<file path="src/hcs_pkg.sv">
// ----------------------------------------------------------------------------
// hcs_pkg
// types, codes and helper functions of the hamiltonian cycle search block
// ----------------------------------------------------------------------------
`default_nettype none

package hcs_pkg;

    // operation codes of an input beat
    typedef enum logic [0:0] {
        OP_LOAD   = 1'b0,
        OP_SEARCH = 1'b1
    } t_op;

    // configuration register indexes
    typedef enum logic [0:0] {
        CFG_NODE_COUNT = 1'b0,
        CFG_START_NODE = 1'b1
    } t_cfg_idx;

    localparam logic [4:0] NODE_COUNT_RESET = 5'd5;
    localparam logic [3:0] START_NODE_RESET = 4'd0;

    typedef struct packed {
        logic        operation;
        logic [3:0]  row_index;
        logic [15:0] row_bits;
    } t_in_beat;

    typedef struct packed {
        logic       found;
        logic [3:0] node;
        logic       last;
    } t_out_beat;

    // one stack entry: node on the path and the next neighbor to try
    typedef struct packed {
        logic [3:0] node;
        logic [4:0] next_cand;
    } t_frame;

    typedef struct packed {
        logic       hit;
        logic [3:0] idx;
    } t_pick;

    typedef enum logic [2:0] {
        S_IDLE,
        S_EXPAND,
        S_POP,
        S_RD,
        S_WR
    } t_state;

    // lowest set bit of a candidate vector
    function automatic t_pick lowest_set(input logic [15:0] v);
        t_pick p;
        p.hit = 1'b0;
        p.idx = 4'd0;
        for (int i = 15; i >= 0; i--) begin
            if (v[i]) begin
                p.hit = 1'b1;
                p.idx = 4'(i);
            end
        end
        return p;
    endfunction

    // bits strictly below n set, n in 0..16
    function automatic logic [15:0] below_mask(input logic [4:0] n);
        logic [16:0] m;
        m = (17'd1 << n) - 17'd1;
        return m[15:0];
    endfunction

endpackage

`default_nettype wire

</file>
<file path="src/hamiltonian_cycle_search.sv">
// ----------------------------------------------------------------------------
// hamiltonian_cycle_search
// depth-first backtracking search for a hamiltonian cycle over a loaded graph
// ----------------------------------------------------------------------------
// A load beat (operation 0) writes one adjacency row, so loads stream at one
// beat per cycle while no search is running. A search beat (operation 1) holds
// off the input until its last result beat is loaded into the output register.
// The search keeps the top of the path in registers and the rest of the path
// in a stack memory; each push does one adjacency memory read, each pop a
// stack memory read, then an adjacency memory read, and each result beat a
// stack read, then a load of the output register. After the search beat is
// taken the input stays stalled through the pushes, pops, result beats and a
// final expand step that closes the cycle or exhausts the root, or only
// through the single result beat when the start node lies outside the graph,
// plus any output stall. A found cycle gives eff_count beats, start node
// first, last one marked; else one beat, found and node zero, marked last.
// No clearing pass after reset: adjacency rows must be loaded before a search
// reads them.
`default_nettype none

module hamiltonian_cycle_search #(
    parameter int MAX_NODES = 16
) (
    input  wire logic              i_clk,
    input  wire logic              i_rst_n,
    // input channel
    input  wire logic              i_in_valid,
    output logic                   o_in_stall,
    input  wire hcs_pkg::t_in_beat i_in_data,
    // result channel
    output logic                   o_out_valid,
    input  wire logic              i_out_stall,
    output hcs_pkg::t_out_beat     o_out_data,
    // configuration writes
    input  wire logic              i_cfg_we,
    input  wire logic [0:0]        i_cfg_index,
    input  wire logic [4:0]        i_cfg_wdata
);

    localparam int AW = $clog2(MAX_NODES);
    localparam int FW = $bits(hcs_pkg::t_frame);
    // largest usable node count: limited by the store and by the 4-bit node field
    localparam logic [4:0] CAP = (MAX_NODES < 16) ? 5'(MAX_NODES) : 5'd16;

    // configuration registers
    logic [4:0] r_node_count;
    logic [3:0] r_start_node;

    // search registers: top of the path lives here, the rest in the stack
    hcs_pkg::t_state    r_state,   n_state;
    logic [4:0]         r_cnt,     n_cnt;
    logic [3:0]         r_cur,     n_cur;
    logic [4:0]         r_nc,      n_nc;
    logic [15:0]        r_mask,    n_mask;
    logic [4:0]         r_depth,   n_depth;
    logic               r_found,   n_found;
    logic [4:0]         r_k,       n_k;
    logic               r_out_valid, n_out_valid;
    hcs_pkg::t_out_beat r_out,     n_out;

    // memory ports
    logic                  adj_we,  adj_re;
    logic [AW-1:0]         adj_waddr, adj_raddr;
    logic [15:0]           adj_rdata;
    logic                  stk_we,  stk_re;
    logic [AW-1:0]         stk_waddr, stk_raddr;
    hcs_pkg::t_frame       stk_wdata, stk_rdata;

    logic       in_accept;
    logic       out_free;
    logic [4:0] eff_count;
    logic [15:0] cand;
    hcs_pkg::t_pick pick;

    assign in_accept = i_in_valid && !o_in_stall;
    assign out_free  = !r_out_valid || !i_out_stall;

    // node count of zero acts as one, large counts saturate
    always_comb begin
        if (r_node_count == 5'd0) begin
            eff_count = 5'd1;
        end else if (r_node_count > CAP) begin
            eff_count = CAP;
        end else begin
            eff_count = r_node_count;
        end
    end

    // neighbors of the top node that are in range, off the path, and not yet tried
    assign cand = adj_rdata & ~r_mask & hcs_pkg::below_mask(r_cnt)
                & ~hcs_pkg::below_mask(r_nc);
    assign pick = hcs_pkg::lowest_set(cand);

    // load path: rows beyond the store are dropped
    assign adj_we    = in_accept && (i_in_data.operation == hcs_pkg::OP_LOAD)
                    && (32'(i_in_data.row_index) < MAX_NODES);
    assign adj_waddr = AW'(i_in_data.row_index);

    hcs_ram #(
        .DEPTH (MAX_NODES),
        .WIDTH (16)
    ) u_adj_ram (
        .i_clk   (i_clk),
        .i_we    (adj_we),
        .i_waddr (adj_waddr),
        .i_wdata (i_in_data.row_bits),
        .i_re    (adj_re),
        .i_raddr (adj_raddr),
        .o_rdata (adj_rdata)
    );

    hcs_ram #(
        .DEPTH (MAX_NODES),
        .WIDTH (FW)
    ) u_stk_ram (
        .i_clk   (i_clk),
        .i_we    (stk_we),
        .i_waddr (stk_waddr),
        .i_wdata (stk_wdata),
        .i_re    (stk_re),
        .i_raddr (stk_raddr),
        .o_rdata (stk_rdata)
    );

    // configuration writes
    always_ff @(posedge i_clk) begin
        if (!i_rst_n) begin
            r_node_count <= hcs_pkg::NODE_COUNT_RESET;
            r_start_node <= hcs_pkg::START_NODE_RESET;
        end else if (i_cfg_we) begin
            if (i_cfg_index == hcs_pkg::CFG_NODE_COUNT) begin
                r_node_count <= i_cfg_wdata;
            end else begin
                r_start_node <= i_cfg_wdata[3:0];
            end
        end
    end

    always_ff @(posedge i_clk) begin
        if (!i_rst_n) begin
            r_state     <= hcs_pkg::S_IDLE;
            r_out_valid <= 1'b0;
            r_mask      <= '0;
            r_depth     <= '0;
            r_cnt       <= '0;
            r_k         <= '0;
            r_found     <= 1'b0;
        end else begin
            r_state     <= n_state;
            r_out_valid <= n_out_valid;
            r_mask      <= n_mask;
            r_depth     <= n_depth;
            r_cnt       <= n_cnt;
            r_k         <= n_k;
            r_found     <= n_found;
        end
    end

    always_ff @(posedge i_clk) begin
        r_cur <= n_cur;
        r_nc  <= n_nc;
        r_out <= n_out;
    end

    always_comb begin
        n_state     = r_state;
        n_cnt       = r_cnt;
        n_cur       = r_cur;
        n_nc        = r_nc;
        n_mask      = r_mask;
        n_depth     = r_depth;
        n_found     = r_found;
        n_k         = r_k;
        n_out       = r_out;
        n_out_valid = r_out_valid && i_out_stall;

        adj_re    = 1'b0;
        adj_raddr = AW'(r_cur);
        stk_we    = 1'b0;
        stk_waddr = AW'(r_depth - 5'd1);
        stk_wdata = '{node: r_cur, next_cand: r_nc};
        stk_re    = 1'b0;
        stk_raddr = AW'(r_k);

        o_in_stall = (r_state != hcs_pkg::S_IDLE);

        case (r_state)
            hcs_pkg::S_IDLE: begin
                if (in_accept && (i_in_data.operation == hcs_pkg::OP_SEARCH)) begin
                    n_k = 5'd0;
                    if ({1'b0, r_start_node} < eff_count) begin
                        // root frame: start node, nothing tried yet
                        n_cnt     = eff_count;
                        n_cur     = r_start_node;
                        n_nc      = 5'd0;
                        n_mask    = 16'd1 << r_start_node;
                        n_depth   = 5'd1;
                        adj_re    = 1'b1;
                        adj_raddr = AW'(r_start_node);
                        n_state   = hcs_pkg::S_EXPAND;
                    end else begin
                        // start outside the graph: single not-found beat
                        n_cnt   = 5'd1;
                        n_found = 1'b0;
                        n_state = hcs_pkg::S_RD;
                    end
                end
            end

            hcs_pkg::S_EXPAND: begin
                if (r_depth == r_cnt && adj_rdata[r_start_node]) begin
                    // full path closes back to the start: save top and report
                    stk_we  = 1'b1;
                    n_found = 1'b1;
                    n_k     = 5'd0;
                    n_state = hcs_pkg::S_RD;
                end else if (r_depth != r_cnt && pick.hit) begin
                    // push: save resume point of the current top, descend
                    stk_we    = 1'b1;
                    stk_wdata = '{node: r_cur, next_cand: {1'b0, pick.idx} + 5'd1};
                    n_cur     = pick.idx;
                    n_nc      = 5'd0;
                    n_mask    = r_mask | (16'd1 << pick.idx);
                    n_depth   = r_depth + 5'd1;
                    adj_re    = 1'b1;
                    adj_raddr = AW'(pick.idx);
                end else if (r_depth == 5'd1) begin
                    // root exhausted
                    n_cnt   = 5'd1;
                    n_found = 1'b0;
                    n_k     = 5'd0;
                    n_state = hcs_pkg::S_RD;
                end else begin
                    // pop: fetch the frame below
                    n_mask    = r_mask & ~(16'd1 << r_cur);
                    n_depth   = r_depth - 5'd1;
                    stk_re    = 1'b1;
                    stk_raddr = AW'(r_depth - 5'd2);
                    n_state   = hcs_pkg::S_POP;
                end
            end

            hcs_pkg::S_POP: begin
                n_cur     = stk_rdata.node;
                n_nc      = stk_rdata.next_cand;
                adj_re    = 1'b1;
                adj_raddr = AW'(stk_rdata.node);
                n_state   = hcs_pkg::S_EXPAND;
            end

            hcs_pkg::S_RD: begin
                stk_re  = 1'b1;
                n_state = hcs_pkg::S_WR;
            end

            hcs_pkg::S_WR: begin
                if (out_free) begin
                    n_out_valid = 1'b1;
                    n_out.found = r_found;
                    n_out.node  = r_found ? stk_rdata.node : 4'd0;
                    n_out.last  = (r_k == r_cnt - 5'd1);
                    if (r_k == r_cnt - 5'd1) begin
                        n_state = hcs_pkg::S_IDLE;
                    end else begin
                        n_k     = r_k + 5'd1;
                        n_state = hcs_pkg::S_RD;
                    end
                end
            end

            default: begin
                n_state = hcs_pkg::S_IDLE;
            end
        endcase
    end

    assign o_out_valid = r_out_valid;
    assign o_out_data  = r_out;

endmodule

`default_nettype wire

</file>
<file path="src/hcs_ram.sv">
// ----------------------------------------------------------------------------
// hcs_ram
// single-port-write, single-port-read memory with registered read data
// ----------------------------------------------------------------------------
`default_nettype none

module hcs_ram #(
    parameter int DEPTH = 16,
    parameter int WIDTH = 16,
    parameter int AW    = $clog2(DEPTH)
) (
    input  wire logic             i_clk,
    input  wire logic             i_we,
    input  wire logic [AW-1:0]    i_waddr,
    input  wire logic [WIDTH-1:0] i_wdata,
    input  wire logic             i_re,
    input  wire logic [AW-1:0]    i_raddr,
    output logic      [WIDTH-1:0] o_rdata
);

    logic [WIDTH-1:0] r_mem [DEPTH];
    logic [WIDTH-1:0] r_rdata;

    always_ff @(posedge i_clk) begin
        if (i_we) begin
            r_mem[i_waddr] <= i_wdata;
        end
    end

    // read data holds until the next read
    always_ff @(posedge i_clk) begin
        if (i_re) begin
            r_rdata <= r_mem[i_raddr];
        end
    end

    assign o_rdata = r_rdata;

endmodule

`default_nettype wire

</file>
<file path="config.mk">
export PLATFORM = sky130hd
export DESIGN_NAME = hamiltonian_cycle_search
export DESIGN_NICKNAME = d
export VERILOG_FILES = /design/src/hcs_pkg.sv /design/src/hamiltonian_cycle_search.sv /design/src/hcs_ram.sv
export SDC_FILE = /design/constraint.sdc
export NUM_CORES = 1
export LEC_CHECK = 0
export BUFFER_PORTS_ARGS = -buffer_cell sky130_fd_sc_hd__buf_2
export CAP_MARGIN = 40
export CELL_PAD_IN_SITES_DETAIL_PLACEMENT = 1
export CELL_PAD_IN_SITES_GLOBAL_PLACEMENT = 2
export CORE_MARGIN = 5
export CORE_UTILIZATION = 45
export CTS_BUF_LIST = sky130_fd_sc_hd__clkbuf_4 sky130_fd_sc_hd__clkbuf_8
export CTS_CLUSTER_DIAMETER = 40
export DETAILED_ROUTE_END_ITERATION = 10
export GPL_TIMING_DRIVEN = 0
export PLACE_DENSITY = 0.85
export SYNTH_ARGS = -nofsm -noshare
export SYNTH_HDL_FRONTEND = slang
export SYNTH_SLANG_ARGS = --single-unit
export TNS_END_PERCENT = 5
</file>
<file path="constraint.sdc">
create_clock -name i_clk -period 8.6 [get_ports i_clk]
set_clock_uncertainty 0.1 [all_clocks]
set_input_delay 1.72 -clock i_clk [delete_from_list [all_inputs] [get_ports i_clk]]
set_output_delay 1.72 -clock i_clk [all_outputs]
set_load 0.1 [all_outputs]
</file>
==> run metrics <==
Hold Vio Cnt, Final=0; Final GP Congestion=0.896; cts bufs inserted=85; Crit. End Element=register; clock power share=26.2%; CTS sink count=485; Reg clk slew, reported paths=60 ps; clock latency on the worst-skew pair=around 670 ps; via count=approximately 14k; cell count after placement=approximately 2.3k; CTS resizes=0; initial antenna violation count=0; startpoint types=register; Overflow after GRT=0; Setup TNS=0 ps; Slew Limit Fails=0; Max VDD drop=0.000180 V; top-count cell post-synth=edfxtp_1; CP max FO=10; placed instance area=between 20000 and 25000 um2; most area-consuming cells after synthesis=edfxtp_1 60%, mux2i_1 10%, dfxtp_1 4.5%; clock buffer depth=3; Core Area=48600 um2; post-CTS setup buffers=0; Hold Startpoint=o_out_valid; layout cell share with drive strength beyond 1=20.0%; Post-CTS Hold Buffers=0; routed length per placed instance=about 25 um; met2 WL post-DR=29.1 mm; vias per inst=5.85; Initial Utilization=45.2%; P_leak=9.05 nW; Setup CP Type=register to register; first-pass GRT wire length=90.1 mm; Sequential Power Share=a little over a third; drt pass-1 iters=5; Root Driver=clkbuf_8; Synth warnings=0; Pwr per Cell Area=between 300 and 400 nW/um2; status=complete, no violations; synth cell count leaders=436 x edfxtp_1, 224 x mux2i_1, 105 x nor2_1; Max-cap violations=0; CTS tree=done; Routed Antenna Nets=0; WP data arrival=6710 ps; FF-to-FF End=u_stk_ram.r_mem[6][0]; combinational power share=37.9%; Initial DRC Count=between 1k and 1.5k; Max Fclk=0.159 GHz; Synth cell types=89; syn_area_per_cell=around 14 um2; vias in the first global route=14.8k; Switch Pwr=3.11 mW; WL met1=25.7 mm; # nets final=1792; Die Wd=231 um; die height=231 um; r2r worst-path depth=17; largest area contributor in the netlist=edfxtp_1; top_reg_cell synth=edfxtp_1; hold path cells=2; Post-synth EDFFs=436; Finished Layout Cells=2425; min-delay worst type=register to register; Sw Share=37.6%; Mapped Nets=1634; H-tree levels=3; Rel. slew slack=34.9%; GRT Total Usage=22.0%; Pint=5.16 mW; Post-synth ARST share=0%; Area Overhead vs Synth=14.4%; total power=8.27 mW; Hold Path Sink=o_out_valid; Die ar.=between 50000 and 60000 um2; pin count of the biggest net entering global routing=23; drt total wl=roughly 60 mm; IO Count=40; Max Used Layer=met4; final setup fails=0; IO Port Bufs=39; Synth Instances=1576; Synth Register Bits=485; CP required=around 9000 ps; min Tclk post-route=6290 ps; Util after Layout=51.7%; Antenna diodes=0; top cell type's share of synthesized area=59.5%; post-DP HPWL=42.0 mm; Std-Cell Rows=81; Remaining DRCs=0; met3 routed WL=roughly 3.6 mm; Worst-Margin Slew=977 ps; post-synthesis instance area=about 22000 um2; final instance area=25200 um2; Reg2Reg Setup Slack=2310 ps; reg-to-reg startpoint=r_cnt[0]; RSZ-0062 raised after global routing=false; Seq/Total Area, Yosys=approximately 64%; Tcrit/Tclk final=73.2%
==> worst max path at each step <==
stage	from	to	slack, ps	cells after the start
finish	r_cnt[0]	u_stk_ram.r_mem[6][0]	2310	17
global placement	r_cnt[0]	u_stk_ram.r_mem[10][3]	2170	16
floorplan	r_nc[2]	u_adj_ram.o_rdata[0]	4190	17
CTS	r_cnt[0]	u_stk_ram.r_mem[5][0]	2480	17
global route	r_cnt[0]	u_stk_ram.r_mem[12][0]	2140	17
detailed placement	r_cnt[0]	u_stk_ram.r_mem[6][0]	2500	17
==> through the flow <==
stage          setup WS (ps)  hold WS [ps]
2_1_floorplan           4190           357
3_3_place_gp            2170           401
3_5_place_dp            2500           417
4_1_cts                 2480           428
5_1_grt                 2140           437
6_report                2310           432
==> sequential cells by signal, indices dropped and copies added, names as in the netlist, 4 cells and up <==
register	cells
r_cur	4
r_k	5
u_stk_ram.r_mem	144
u_adj_ram.o_rdata	16
o_out_data	6
r_nc	5
u_adj_ram.r_mem	256
u_stk_ram.o_rdata	9
r_start_node	4
r_node_count	5
r_cnt	5
r_depth	5
r_mask	16
==> cells by family (layout without fill, tap and decap cells) <==
kind of cell | Yosys count | count (layout) | synth area share, %
flip-flops | 485 | 485 | 64.0
adder cells (fa/ha/maj) | 26 | 26 | 1.48
AND/OR/NAND/NOR | 358 | 358 | 8.66
AO/OA/AOI/OAI | 295 | 295 | 9.37
XOR/XNOR | 25 | 25 | 0.996
multiplexers | 276 | 276 | 13.1
buffers and inverters | 111 | 338 | 2.38
==> routing by layer <==
layer  track usage [%]  up-vias
met1              29.3     7204
met5                 0        -
li1                  -     6451
met4              6.82        0
met2              36.8      443
met3              4.30       95
==> power by group through the flow <==
stage	Clock (mW)	Combinational (mW)	Sequential, mW
finish	2.16	3.13	2.97
global route	2.33	3.33	2.98
CTS	2.21	3.09	2.99
detailed placement	0	3.06	3.04
global placement	0	2.92	3.07
floorplan	0	2.07	2.98
==> worst max-delay path, stage by stage, from the launching register on <==
cell	delay, ps
dfxtp_1	500
inv_1	140
ha_1	300
buf_2	220
nand2_1	120
ha_1	190
clkbuf_1	400
o21ai_1	280
o21ai_0	370
o2111ai_1	370
and3_1	350
a31o_4	290
buf_4	190
clkbuf_1	330
nor2_1	810
nor2_1	90
a21oi_1	780
buf_4	300
==> layout make-up <==
type	instances	area (um2)
clock inverters	39	320
plain buffers	87	434
inverters	24	90.1
fillers	4814	23500
multi-input cells	980	7440
well taps	622	778
flip-flops and latches	485	14100
repair buffers	71	572
clock buffers	117	1440
==> placed cells by master (no fill, tap or decap), drive strengths merged, types with 21 or more instances in the layout <==
master    n
buf     120
o21ai    53
o22ai    55
nand2b   21
nor3     23
clkinv   29
nor2    105
edfxtp  436
ha       26
a21oi    60
clkbuf  155
nand2    62
inv      28
mux2     47
mux2i   224
dfxtp    49
nand3    36
Note: power is estimated with default switching activity, not from simulation.
